==> src/rtl/xs64_pkg.sv <==
// ----------------------------------------------------------------------------
// xs64_pkg: shared types and constants of the xorshift64 random source.
// Request and response beats, request kinds, sequencer states, word update.
// ----------------------------------------------------------------------------
package xs64_pkg;

  localparam int unsigned WORD_W  = 64;
  localparam int unsigned BOUND_W = 31;
  localparam int unsigned CNT_W   = $clog2(WORD_W);

  localparam int unsigned SHIFT_A = 13;
  localparam int unsigned SHIFT_B = 7;
  localparam int unsigned SHIFT_C = 17;

  localparam logic [WORD_W-1:0]  DEFAULT_WORD = 64'd12345;
  localparam logic [WORD_W-1:0]  FRAC_MASK    = 64'h0000_0000_7FFF_FFFF;

  localparam logic [1:0] FUNC_RAW  = 2'd0;
  localparam logic [1:0] FUNC_MOD  = 2'd1;
  localparam logic [1:0] FUNC_FRAC = 2'd2;

  typedef struct packed {
    logic [1:0]         func;
    logic [BOUND_W-1:0] bound;
  } req_t;

  typedef struct packed {
    logic [WORD_W-1:0] value;
    logic              bad_bound;
  } rsp_t;

  typedef enum logic [1:0] {
    ST_IDLE,
    ST_DIV,
    ST_HOLD
  } state_t;

  function automatic logic [WORD_W-1:0] xs_advance(input logic [WORD_W-1:0] w_in);
    logic [WORD_W-1:0] w;
    w = w_in;
    w = w ^ (w << SHIFT_A);
    w = w ^ (w >> SHIFT_B);
    w = w ^ (w << SHIFT_C);
    return w;
  endfunction

endpackage

==> src/rtl/xorshift64_random_source_unit.sv <==
// ----------------------------------------------------------------------------
// xorshift64_random_source_unit: xorshift64 source with raw, integer and fraction beats.
// Raw, fraction: response registered on accept; one beat a cycle unless stalled.
// Integer: ST_DIV forms the remainder, ST_HOLD sends it; no new request till then.
// Synchronous reset loads the generator word with 12345 and empties the output.
// ----------------------------------------------------------------------------
module xorshift64_random_source_unit
  import xs64_pkg::*;
(
  input  logic              clk,
  input  logic              rst,
  input  logic              seed_write,
  input  logic [WORD_W-1:0] seed,
  input  logic              req_valid,
  output logic              req_stall,
  input  req_t              req,
  output logic              rsp_valid,
  input  logic              rsp_stall,
  output rsp_t              rsp
);

  state_t              state, state_next;
  logic [CNT_W-1:0]    cnt, cnt_next;
  logic [WORD_W-1:0]   word, word_next;
  logic [WORD_W-1:0]   shreg, shreg_next;
  logic [BOUND_W-1:0]  rem, rem_next;
  logic [BOUND_W-1:0]  bnd, bnd_next;
  logic                rsp_valid_next;
  rsp_t                rsp_next;

  logic                out_free;
  logic                accept;
  logic [WORD_W-1:0]   adv;
  logic [BOUND_W:0]    rem_sh;
  logic                ge;
  logic [BOUND_W-1:0]  diff;

  assign out_free  = !rsp_valid || !rsp_stall;
  assign req_stall = (state != ST_IDLE) || !out_free || seed_write;
  assign accept    = req_valid && !req_stall;
  assign adv       = xs_advance(word);

  assign rem_sh = {rem, shreg[WORD_W-1]};
  assign ge     = rem_sh >= {1'b0, bnd};
  assign diff   = rem_sh[BOUND_W-1:0] - bnd;

  always_comb begin
    state_next     = state;
    cnt_next       = cnt;
    word_next      = word;
    shreg_next     = shreg;
    rem_next       = rem;
    bnd_next       = bnd;
    rsp_next       = rsp;
    rsp_valid_next = rsp_valid && rsp_stall;

    case (state)
      ST_IDLE: begin
        if (accept) begin
          word_next = adv;
          if (req.func == FUNC_MOD && req.bound != '0) begin
            shreg_next = adv;
            rem_next   = '0;
            bnd_next   = req.bound;
            cnt_next   = '0;
            state_next = ST_DIV;
          end else begin
            rsp_valid_next     = 1'b1;
            rsp_next.bad_bound = (req.func == FUNC_MOD);
            case (req.func)
              FUNC_RAW:  rsp_next.value = adv;
              FUNC_FRAC: rsp_next.value = adv & FRAC_MASK;
              default:   rsp_next.value = '0;
            endcase
          end
        end
      end
      ST_DIV: begin
        shreg_next = {shreg[WORD_W-2:0], 1'b0};
        rem_next   = ge ? diff : rem_sh[BOUND_W-1:0];
        cnt_next   = cnt + 1'b1;
        if (cnt == CNT_W'(WORD_W - 1)) begin
          state_next = ST_HOLD;
        end
      end
      ST_HOLD: begin
        if (out_free) begin
          rsp_valid_next     = 1'b1;
          rsp_next.value     = {{(WORD_W-BOUND_W){1'b0}}, rem};
          rsp_next.bad_bound = 1'b0;
          state_next         = ST_IDLE;
        end
      end
      default: begin
        state_next = ST_IDLE;
      end
    endcase

    if (seed_write) begin
      word_next = (seed != '0) ? seed : DEFAULT_WORD;
    end
  end

  always_ff @(posedge clk) begin
    if (rst) begin
      state     <= ST_IDLE;
      word      <= DEFAULT_WORD;
      rsp_valid <= 1'b0;
      cnt       <= '0;
    end else begin
      state     <= state_next;
      word      <= word_next;
      rsp_valid <= rsp_valid_next;
      cnt       <= cnt_next;
    end
  end

  always_ff @(posedge clk) begin
    shreg <= shreg_next;
    rem   <= rem_next;
    bnd   <= bnd_next;
    rsp   <= rsp_next;
  end

`ifndef SYNTHESIS
  a_word_nonzero: assert property (@(posedge clk) disable iff (rst)
    word != '0)
    else $error("Generator word became zero.");

  a_rem_below_bound: assert property (@(posedge clk) disable iff (rst)
    (state == ST_DIV || state == ST_HOLD) |-> (bnd != '0 && rem < bnd))
    else $error("Partial remainder is not below the bound.");

  a_bad_means_zero: assert property (@(posedge clk) disable iff (rst)
    (rsp_valid && rsp.bad_bound) |-> (rsp.value == '0))
    else $error("Bad-bound response carries a nonzero value.");

  a_div_then_hold: assert property (@(posedge clk) disable iff (rst)
    (state == ST_DIV && cnt == CNT_W'(WORD_W - 1)) |=> (state == ST_HOLD))
    else $error("Remainder sequence did not end after all bits.");
`endif

endmodule
==> config.mk <==
export PLATFORM = sky130hd
export DESIGN_NAME = xorshift64_random_source_unit
export DESIGN_NICKNAME = d
export VERILOG_FILES = /design/src/rtl/xs64_pkg.sv /design/src/rtl/xorshift64_random_source_unit.sv
export SDC_FILE = /design/constraint.sdc
export NUM_CORES = 1
export LEC_CHECK = 0
export BUFFER_PORTS_ARGS = -buffer_cell sky130_fd_sc_hd__buf_2
export CAP_MARGIN = 20
export CORE_MARGIN = 1.5
export CORE_UTILIZATION = 50
export DETAILED_ROUTE_END_ITERATION = 16
export PLACE_DENSITY = 0.81
export REMOVE_ABC_BUFFERS = 1
export SYNTH_ARGS = -nofsm -noshare
export SYNTH_HDL_FRONTEND = slang
export SYNTH_SLANG_ARGS = --single-unit
==> constraint.sdc <==
create_clock -name clk -period 8.9 [get_ports clk]
set_input_delay 1.78 -clock clk [delete_from_list [all_inputs] [get_ports clk]]
set_output_delay 1.78 -clock clk [all_outputs]
set_load 0.05 [all_outputs]
Yosys cells after proc, flatten, opt, wreduce, memory -nomap -nowiden
Index checks and enable logic that the tools add are counted.

Bits in registers: 264. Logic and storage cells: 77.

Reductions and logical operators: 24. Eq/ne operators: 10. Order comparisons: 1. $add $sub $neg: 2. Bitwise gates (word level): 3. Mux-type cells: 28.

Operators by type and width (number): 64-bit 2-to-1 mux (6); 64-bit one-hot mux with 2 select lines (2); 65-bit 2-to-1 mux (3); 65-bit one-hot mux with 2 select lines (1); 64-bit XOR (2); 31-bit 2-to-1 mux (3); 64-bit nonzero test (1); 64-bit by 57-bit XOR with 64-bit output (1); 31-bit one-hot mux with 2 select lines (1); 32-bit by 31-bit >= comparator with 1-bit output (1); 31-bit nonzero test (1); 31-bit subtractor (1); 6-bit 2-to-1 mux (2); 6-bit one-hot mux with 2 select lines (1); 2-bit inequality test, second input constant (5); 2-bit nonzero test (5); 2-bit 2-to-1 mux (4); 4-bit AND reduction (2); 6-bit by 1-bit adder with 6-bit output, second input constant (1); 6-bit == test, second input constant (1); 2-bit one-hot mux with 3 select lines (1); 3-bit AND reduction (2); 2-bit by 1-bit == test with 1-bit output, second input constant (2); 2-bit == test, second input constant (2); 7 further kinds (17).

Depth between registers and ports, before layout
Gate-level depths: netlist (run 1).

Depth after elaboration: 10. Mapped depth: 14.

Least setup slack after synthesis (run 1)
Ideal clock, no wire load.

Path kind: input-to-reg. Start point: input port rsp_stall. End point: register cnt[0]. Arrival time: 8.212 ns. Setup slack: 0.560 ns. Required time: 8.772 ns. Stages: 6. Cell sequence: a211oi_1 -> nand2_1 -> or3_1 -> a21oi_1 -> mux2_2 -> nor2_1.

Longest elaborated chain between the ends: 9.

Ends and longest elaborated chain: from (decl) (line xorshift64_random_source_unit.sv:18) `input logic rsp_stall,`; 1-bit logical NOT (line xorshift64_random_source_unit.sv:38) `assign out_free = !rsp_valid || !rsp_stall;`; 1-bit logical OR (line xorshift64_random_source_unit.sv:38); 1-bit logical NOT (line xorshift64_random_source_unit.sv:39) `assign req_stall = (state != ST_IDLE) || !out_free || seed_write;`; 1-bit logical OR (2 in a row) (line xorshift64_random_source_unit.sv:39); 1-bit logical NOT (line xorshift64_random_source_unit.sv:40) `assign accept = req_valid && !req_stall;`; 1-bit logical AND (line xorshift64_random_source_unit.sv:40); 2-bit inequality test (no source line); 3-bit AND reduction (no source line); to (signal assigned) (line xorshift64_random_source_unit.sv:114) `cnt <= cnt_next;`; to (decl) (line xorshift64_random_source_unit.sv:23) `logic [CNT_W-1:0] cnt, cnt_next;`.

No other way between the ends. A chain may end at the register's enable or synchronous reset.

Final worst setup path (run 1)
Start point: input port seed_write. End point: output port req_stall.

Longest elaborated chain between the ends: 1.

Ends and longest elaborated chain: from (decl) (line xorshift64_random_source_unit.sv:12) `input logic seed_write,`; 1-bit logical OR (line xorshift64_random_source_unit.sv:39); to (decl) (line xorshift64_random_source_unit.sv:15) `output logic req_stall,`.

No other way between the ends.

==> impl_metrics.env, run 1 <==
export IMPL_status="finished, final reports clean"
export IMPL_cp_start_kind="input port"
export IMPL_clkTransAtPathRegs_ns=0.06
export IMPL_cts_sink_count=264
export IMPL_design_area_um2=16300
export IMPL_multiInputGateArea_um2=6510
export IMPL_fill_cells=2359
export IMPL_rows=61
export IMPL_netlist_area_um2=14200
export IMPL_timing_final_ws_setup_ns=4.49
export IMPL_p_leak_nw=6.17
export IMPL_post_cts_resized=0
export IMPL_setup_violations=0
export IMPL_cts_root_buf="clkbuf_16"
export IMPL_die_h_um=171
export IMPL_hold_viol_final=0
export IMPL_fmax_ghz=0.227
export IMPL_globalRoute_totalOverflow=0
export IMPL_post_route_period_util_pct=49.6
export IMPL_synth_xor_area_share_pct=12.0
export IMPL_tightest_slew_ns=1.00
export IMPL_start_util_pct=50.8
export IMPL_grt_max_degree=99
export IMPL_relSlewSlack_pct=32.6
export IMPL_numPortBuffers=168
export IMPL_die_w_um=171
export IMPL_finalMaxSlewViolations=0
export IMPL_synth_edf_count=191
export IMPL_worstRegToRegCells=12
export IMPL_internal_power_mw=2.55
export IMPL_hold_path_end="cnt[1]"
export IMPL_worst_ep_arrival_time_ns=2.63
export IMPL_synth_compound_area_share_pct=15.0
export IMPL_clkPwrFrac_pct=31.7
export IMPL_peakVddDrop_v=0.000158
export IMPL_ys_async_sr_fraction_pct=0
export IMPL_grt_pass1_vias=10800
export IMPL_dp_slack_ns=3.31
export IMPL_die_area_um2=29300
export IMPL_drt_wl_total_um=38900
export IMPL_yosys_top_cells_area="edfxtp_1 41%, dfxtp_1 10%, xnor2_1 9.0%, nor2_1 6.5%, a21oi_1 5.9%"
export IMPL_yosys_warnings=0
export IMPL_synth_most_common_cell="nor2_1"
export IMPL_skew_ns=0.0206
export IMPL_grt_usage_pct=26.1
export IMPL_combinationalPowerShare_pct=27.9
export IMPL_gp_congestion=0.976
export IMPL_r2r_start="shreg[63]"
export IMPL_postSynthAreaPerCell_um2=9.72
export IMPL_netlist_cell_type_count=62
export IMPL_power_frac_seq_pct=40.4
export IMPL_min_path_type="flop to flop"
export IMPL_min_path_cells=2
export IMPL_drv_cap=0
export IMPL_crit_chain="buf_4 > nand2b_1 > buf_2"
export IMPL_critPathKind="input port to output port"
export IMPL_vias=11700
export IMPL_p_sw_share_pct=33.4
export IMPL_clock_path_buffers=3
export IMPL_timing_final_crit_period_ns=4.41
export IMPL_rsz0062_at_grt="no"
export IMPL_synthSimpleGateAreaFrac_pct=14.7
export IMPL_ctsHoldBuffers=0
export IMPL_drt_pass1_iterations=5
export IMPL_netlist_instances=1457
export IMPL_power_switching_mw=1.28
export IMPL_reg2reg_slack_ns=5.15
export IMPL_synth_top_family_by_area="compound AO/OA/AOI/OAI gates"
export IMPL_antenna_found_initial=1
export IMPL_final_nets=1727
export IMPL_cts_tree="built"
export IMPL_clock_latency_ns=0.56
export IMPL_muxShareOfSynthArea_pct=1.15
export IMPL_area_growth_pct=15.1
export IMPL_cts_max_level=1
export IMPL_power_mw=3.83
export IMPL_drt_vias_per_instance=5.86
export IMPL_synth_seq_cells=264
export IMPL_slowest_delay_ns=0.35
export IMPL_ant_nets=0
export IMPL_yosysSeqAreaShare_pct=50.8
export IMPL_synthFlopType="edfxtp_1"
export IMPL_ys_top_cells_by_count="246 x nor2_1, 191 x edfxtp_1, 168 x a21oi_1, 145 x xnor2_1, 109 x nand2_1"
export IMPL_min_delay_start="cnt[1]"
export IMPL_post_cts_setup_buffer_count=0
export IMPL_diodes=0
export IMPL_synth_area_leader_cell="edfxtp_1"
export IMPL_regToRegEndpoint="rem[16]"
export IMPL_route_detailed_drc=0
export IMPL_tns_ns=0
export IMPL_end_kind="output port"
export IMPL_grt_pass1_wl_um=58600
export IMPL_cp_slowest_cell="buf_4"
export IMPL_routedWlPerCell_um=19.5
export IMPL_worst_ep_required_time_ns=7.12
export IMPL_cts_buffers=29
export IMPL_cp_max_fo=38
export IMPL_dp_hpwl_um=28600
export IMPL_hold_ws_ns=0.493
export IMPL_regArea_um2=7200
export IMPL_drtIter0Drc=1299
export IMPL_io_pins=169
export IMPL_drive_above_1_share_pct=15.6
export IMPL_coreArea_um2=27900
export IMPL_dpl_instance_area_um2=15300
export IMPL_power_per_cell_area_nw_per_um2=235
export IMPL_yosys_area_top_type_share_pct=40.5
export IMPL_synthAdderAreaFrac_pct=2.97
## layer usage
| metal | part of all wire [%] | wire length [um] | track usage, % | vias up |
|---|---|---|---|---|
| met5 | 0.033 | 13 | 0 | - |
| met4 | 4.2 | 1640 | 11.0 | 2 |
| met3 | 8.4 | 3280 | 4.00 | 115 |
| met2 | 47 | 18200 | 43.5 | 604 |
| met1 | 40 | 15700 | 33.9 | 5524 |
| li1 | - | - | - | 5436 |
## worst max path at each step
stage	startpoint	end	slack [ns]	depth (start not counted)
after floorplan	rsp_stall	cnt[0]	0.26	6
after global placement	rsp_stall	shreg[4]	3.46	6
after detailed placement	rsp_stall	shreg[0]	3.31	6
after CTS	rsp_stall	shreg[3]	3.92	6
after global routing	req[1]	rsp[11]	4.19	7
final	seed_write	req_stall	4.49	3
## cell usage in the layout, fill, tap and decap left out, types with 3 or more instances in the layout
| cell type | instances |
|---|---|
| a211oi_1 | 49 |
| a21boi_0 | 3 |
| a21o_1 | 13 |
| a21oi_1 | 167 |
| a21oi_2 | 3 |
| a22o_1 | 5 |
| a31oi_1 | 8 |
| and3_1 | 10 |
| buf_2 | 168 |
| buf_4 | 12 |
| clkbuf_16 | 32 |
| clkinv_2 | 7 |
| dfxtp_1 | 73 |
| edfxtp_1 | 191 |
| ha_1 | 32 |
| inv_1 | 42 |
| inv_4 | 3 |
| inv_6 | 3 |
| mux2i_1 | 14 |
| nand2_1 | 109 |
| nand2b_1 | 11 |
| nand3_1 | 21 |
| nand3b_1 | 4 |
| nand4_1 | 13 |
| nor2_1 | 246 |
| nor2b_1 | 7 |
| nor3_1 | 15 |
| nor4_1 | 24 |
| o21a_1 | 7 |
| o21ai_0 | 52 |
| o21ai_1 | 12 |
| o21bai_1 | 4 |
| o22ai_1 | 6 |
| or3_1 | 5 |
| xnor2_1 | 145 |
| xor2_1 | 49 |
## layout make-up
| type | count | area share (%) |
|---|---|---|
| timing repair buffer | 182 | 6.00 |
| clock inverter | 19 | 0.921 |
| multi-input combinational | 1073 | 39.9 |
| tap | 378 | 2.90 |
| sequential | 264 | 44.2 |
| inverter | 42 | 0.967 |
| clock buffer | 35 | 5.11 |
## cells by family after synthesis
kind of cell	Yosys count
compound gates	352
xor+xnor	194
fa+ha+maj	33
buf+inv	120
flops	264
mux	16
simple gates	478
## power by group through the flow
stage	clock, mW	sequential (mW)	combinational (mW)
2_1_floorplan	0	1.63	0.659
3_3_place_gp	0	1.57	1.02
3_5_place_dp	0	1.57	1.04
4_1_cts	1.23	1.55	1.05
5_1_grt	1.28	1.56	1.14
6_report	1.22	1.55	1.07
## worst max-delay path: cells and delay by family
kind | cells | cell delay [ns]
buffers and inverters | 2 | 0.62
and+or+nand+nor | 1 | 0.20
## stage by stage
step	cells	util [%]
finish	1993	58.5
global route	1993	58.5
CTS	1992	58.4
detailed placement	1938	54.9
global placement	1936	54.8
floorplan	1379	-
## sequential cells by signal, summed over array words and instances, names as in the netlist
signal	flops
cnt	6
state	2
rsp	65
rsp_valid	1
rem	31
word	64
shreg	64
bnd	31
(Power assumes the default switching activity.)
==> run 2: changes to the inputs <==
- clock period: 8.9 -> 4.3 ns (I/O delays scaled with it)
==> run 2 against run 1 <==
  * Clock power grew 120%
  * Setup slack got worse by 3.7 ns
  * Wire length is 1.1% higher
  * Combinational power grew 110%
  * Die area stayed put
  * Design area up 0.47%
  * Clock-buffer cell count increased by 4
  * Sequential power is 110% higher
  * Largest cell class unchanged
  * Highest routed layer is now met4
==> impl_metrics.env, run 2 (same netlist as run 1, synthesis figures left out) <==
export IMPL_tightest_slew_ns=1.00
export IMPL_drv_cap=0
export IMPL_setup_violations=0
export IMPL_gp_congestion=0.982
export IMPL_dr_max_layer_used="met4"
export IMPL_timing_final_crit_period_ns=3.56
export IMPL_dp_slack_ns=0.535
export IMPL_grt_max_degree=81
export IMPL_end_kind="flop"
export IMPL_power_mw=8.10
export IMPL_globalRoute_totalOverflow=0
export IMPL_cts_buffers=28
export IMPL_critPathLaunch="shreg[63]"
export IMPL_start_util_pct=50.8
export IMPL_largest_register_ffs=65
export IMPL_cts_tree="built"
export IMPL_drtIter0Drc=1199
export IMPL_clkTransAtPathRegs_ns=0.06
export IMPL_cts_max_level=1
export IMPL_design_area_um2=16400
export IMPL_antenna_found_initial=0
export IMPL_die_h_um=171
export IMPL_cp_max_fo=22
export IMPL_endpoint="rem[12]"
export IMPL_die_area_um2=29300
export IMPL_most_common_layout_cells="246 x nor2_1, 191 x edfxtp_1, 167 x a21oi_1, 167 x buf_2, 145 x xnor2_1"
export IMPL_peakVddDrop_v=0.000352
export IMPL_fmax_ghz=0.281
export IMPL_grt_pass1_vias=10900
export IMPL_final_cells=1994
export IMPL_largest_register="rsp"
export IMPL_r2r_start="shreg[63]"
export IMPL_wl_met1_um=15900
export IMPL_hold_ws_ns=0.484
export IMPL_final_common_cell="nor2_1"
export IMPL_ctsHoldBuffers=0
export IMPL_worst_ep_arrival_time_ns=3.84
export IMPL_placedCellCount=1941
export IMPL_relSlewSlack_pct=32.9
export IMPL_route_detailed_drc=0
export IMPL_drt_vias_per_instance=5.84
export IMPL_top_regs="rsp: 65 flops, shreg: 64 flops, word: 64 flops"
export IMPL_route_met2_wl_um=18500
export IMPL_drive_above_1_share_pct=15.2
export IMPL_grt_usage_pct=26.7
export IMPL_post_route_period_util_pct=82.9
export IMPL_cp_start_kind="flop"
export IMPL_finalMaxSlewViolations=0
export IMPL_dpl_instance_area_um2=15300
export IMPL_tns_ns=0
export IMPL_fill_cells=2319
export IMPL_multiInputGateArea_um2=6510
export IMPL_timing_final_ws_setup_ns=0.737
export IMPL_final_nets=1729
export IMPL_numPortBuffers=168
export IMPL_status="finished, final reports clean"
export IMPL_critPathKind="flop to flop"
export IMPL_drt_pass1_iterations=5
export IMPL_rsz0062_at_grt="no"
export IMPL_ant_nets=0
export IMPL_routedWlPerCell_um=19.7
export IMPL_cts_root_buf="clkbuf_16"
export IMPL_dp_hpwl_um=29300
export IMPL_drt_wl_total_um=39300
export IMPL_grt_pass1_wl_um=59900
export IMPL_worst_ep_required_time_ns=4.58
export IMPL_power_per_cell_area_nw_per_um2=495
export IMPL_wl_met3_um=3340
export IMPL_min_path_cells=2
export IMPL_diodes=0
export IMPL_rows=61
export IMPL_post_cts_resized=0
export IMPL_p_leak_nw=6.19
export IMPL_regArea_um2=7200
export IMPL_worstRegToRegCells=12
export IMPL_area_growth_pct=15.7
export IMPL_min_path_type="flop to flop"
export IMPL_hold_viol_final=0
export IMPL_io_pins=169
export IMPL_clock_path_buffers=3
export IMPL_die_w_um=171
export IMPL_clock_latency_ns=0.56
export IMPL_vias=11700
export IMPL_regToRegEndpoint="rem[12]"
export IMPL_skew_ns=0.0142
export IMPL_final_util_pct=58.8
export IMPL_coreArea_um2=27900
export IMPL_reg2reg_slack_ns=0.74
export IMPL_post_cts_setup_buffer_count=0
export IMPL_cts_sink_count=264
-- run 2: worst max-delay path, cell delays in order (launching register included) --
cell       delay [ns]
edfxtp_1         0.36
inv_1            0.06
ha_1             0.22
fa_1             0.40
nor2b_1          0.18
o2111ai_1        0.27
a2111oi_4        0.43
a211oi_2         0.12
a21o_1           0.21
a31oi_2          0.51
buf_12           0.25
mux2i_1          0.22
nor2_1           0.05
-- run 2: per-layer routing --
metal  track usage (%)  vias up
li1                  -     5423
met1              35.4     5499
met2              44.0      627
met3              3.84      103
met4              10.8        0
met5                 0        -
-- run 2: cell type report --
type	instances	area share (%)
clock buffers	39	4.84
inverters	42	0.963
clock inverters	13	1.34
repair buffers	185	6.25
flip-flops and latches	264	44.0
well taps	378	2.89
multi-input cells	1073	39.8
-- run 2: worst min-delay path by stage --
stage	from	endpoint	slack, ns
final	cnt[1]	cnt[1]	0.48
after detailed placement	cnt[1]	cnt[1]	0.48
after global placement	cnt[1]	cnt[1]	0.47
after floorplan	cnt[1]	cnt[1]	0.45
after global routing	req[0]	bnd[0]	0.49
after CTS	cnt[1]	cnt[1]	0.49
-- run 2: where the power goes --
group          switching (mW)  total (mW)  internal (mW)
logic                    1.48        2.25          0.775
clock network            1.00        2.64           1.64
registers               0.142        3.20           3.06
==> run 3: changes to the inputs <==
- clock period: 4.3 -> 3.65 ns (I/O delays scaled with it)
==> run 3 against run 2 <==
  * Combinational power grew 19%
  * Critical path depth is the same
  * Clock power grew 12%
  * Utilization grew 0.11 points
  * First-iteration DRC count grew 20%
  * Sequential cell count is the same
  * Design area grew 0.18%
  * Largest cell class unchanged
  * Largest power group unchanged
==> impl_metrics.env, run 3 (same netlist as run 1, synthesis figures left out) <==
export IMPL_most_common_layout_cells="246 x nor2_1, 191 x edfxtp_1, 167 x a21oi_1, 167 x buf_2, 145 x xnor2_1"
export IMPL_status="finished, final reports clean"
export IMPL_rsz0062_at_grt="no"
export IMPL_end_kind="flop"
export IMPL_skew_ns=0.0245
export IMPL_io_pins=169
export IMPL_cts_max_level=1
export IMPL_ctsHoldBuffers=0
export IMPL_min_path_type="input port to flop"
export IMPL_numPortBuffers=168
export IMPL_largest_register_ffs=65
export IMPL_route_met2_wl_um=18500
export IMPL_largest_register="rsp"
export IMPL_finalMaxSlewViolations=0
export IMPL_worst_ep_arrival_time_ns=3.54
export IMPL_drt_wl_total_um=39900
export IMPL_clock_latency_ns=0.56
export IMPL_gp_congestion=0.971
export IMPL_grt_usage_pct=27.2
export IMPL_dr_max_layer_used="met5"
export IMPL_die_h_um=171
export IMPL_cts_sink_count=264
export IMPL_route_detailed_drc=0
export IMPL_grt_pass1_vias=11100
export IMPL_internal_power_mw=6.27
export IMPL_area_growth_pct=15.9
export IMPL_p_sw_share_pct=33.2
export IMPL_top_regs="rsp: 65 flops, shreg: 64 flops, word: 64 flops"
export IMPL_drv_cap=0
export IMPL_clock_path_buffers=3
export IMPL_power_per_cell_area_nw_per_um2=573
export IMPL_post_route_period_util_pct=89.4
export IMPL_grt_max_degree=84
export IMPL_crit_chain="inv_1 > ha_1 > fa_1 > nor2b_1 > o2111ai_1 > a2111oi_4 > a211oi_2 > a21o_1 > a31oi_2 > buf_4 > mux2i_1 > nor2_1"
export IMPL_vias=11800
export IMPL_combinationalPowerShare_pct=28.5
export IMPL_cp_start_kind="flop"
export IMPL_cts_tree="built"
export IMPL_ant_nets=0
export IMPL_final_nets=1737
export IMPL_hold_viol_final=0
export IMPL_peakVddDrop_v=0.000353
export IMPL_dp_slack_ns=0.426
export IMPL_cts_root_buf="clkbuf_16"
export IMPL_timing_final_crit_period_ns=3.26
export IMPL_post_cts_resized=0
export IMPL_slowest_delay_ns=0.41
export IMPL_globalRoute_totalOverflow=0
export IMPL_antenna_found_initial=1
export IMPL_cp_max_fo=19
export IMPL_power_switching_mw=3.12
export IMPL_fmax_ghz=0.306
export IMPL_power_mw=9.39
export IMPL_tightest_slew_ns=0.859
export IMPL_rows=61
export IMPL_start_util_pct=50.8
export IMPL_cp_slowest_cell="fa_1"
export IMPL_drt_pass1_iterations=6
export IMPL_wl_met1_um=16000
export IMPL_timing_final_ws_setup_ns=0.386
export IMPL_final_common_cell="nor2_1"
export IMPL_die_area_um2=29300
export IMPL_relSlewSlack_pct=42.3
export IMPL_clkTransAtPathRegs_ns=0.06
export IMPL_clkPwrFrac_pct=31.4
export IMPL_setup_violations=0
export IMPL_drt_vias_per_instance=5.87
export IMPL_cts_buffers=28
export IMPL_routedWlPerCell_um=19.9
export IMPL_critPathKind="flop to flop"
export IMPL_die_w_um=171
export IMPL_post_cts_setup_buffer_count=0
export IMPL_coreArea_um2=27900
export IMPL_dp_hpwl_um=29600
export IMPL_grt_pass1_wl_um=61100
export IMPL_diodes=0
export IMPL_drive_above_1_share_pct=15.9
export IMPL_worst_ep_required_time_ns=3.93
export IMPL_p_leak_nw=6.21
export IMPL_power_frac_seq_pct=40.1
export IMPL_wl_met3_um=3310
export IMPL_drtIter0Drc=1436
-- run 3: cell types whose count changed in the layout (fill, tap and decap cells not counted), sizes merged --
| cell | delta |
|---|---|
| inv | +1 |
| clkinvlp | +3 |
| clkinv | +4 |
| buf | +8 |
| clkbuf | -5 |
| bufinv | -3 |
-- run 3: power by group through the flow --
stage | Sequential (mW) | Clock (mW) | Combinational (mW)
finish | 3.77 | 2.95 | 2.67
global route | 3.79 | 3.09 | 2.86
CTS | 3.76 | 2.99 | 2.63
detailed placement | 3.82 | 0 | 2.61
global placement | 3.82 | 0 | 2.56
floorplan | 3.97 | 0 | 1.61
-- run 3: layout make-up --
type	count	area [um^2]
repair buffers	193	1110
clock buffers	34	786
well taps	378	473
flip-flops and latches	264	7200
clock inverters	18	173
fillers	2337	11500
inverters	42	158
multi-input cells	1073	6510
-- run 3: routing by layer --
metal  GRT usage, %  vias up
met1           35.4     5577
met4           13.3        2
met3           3.75      131
met5              0        -
met2           44.8      580
li1               -     5461
-- run 3: path summary, 6_finish.rpt --
check	end	slack, ns	start	cells after the start
max	rem[7]	0.39	shreg[63]	12
min	bnd[19]	0.38	req[19]	1
max reg2reg	rem[7]	0.39	shreg[63]	12
min reg2reg	rsp_valid	0.49	rsp_valid	2
-- run 3: critical path, delay by kind of cell (launching register included) --
kind | cells | cell delay, ns
AOI/OAI and AO/OA | 5 | 1.17
and+or+nand+nor | 2 | 0.24
adders and majority gates | 2 | 0.63
DFF | 1 | 0.35
muxes | 1 | 0.24
buffers and inverters | 2 | 0.37
-- run 3: through the flow --
step                      util, %  hold WS, ns  setup TNS, ns  instance area [um^2]  cells
after global routing         58.9        0.359              0                 16400   2002
after detailed placement     55.4        0.482              0                 15400   1950
final                        58.9        0.378              0                 16400   2002
after floorplan                 -        0.452        -467.48                 13800   1379
after global placement       55.4        0.471              0                 15400   1949
after CTS                    58.9        0.356              0                 16400   2002
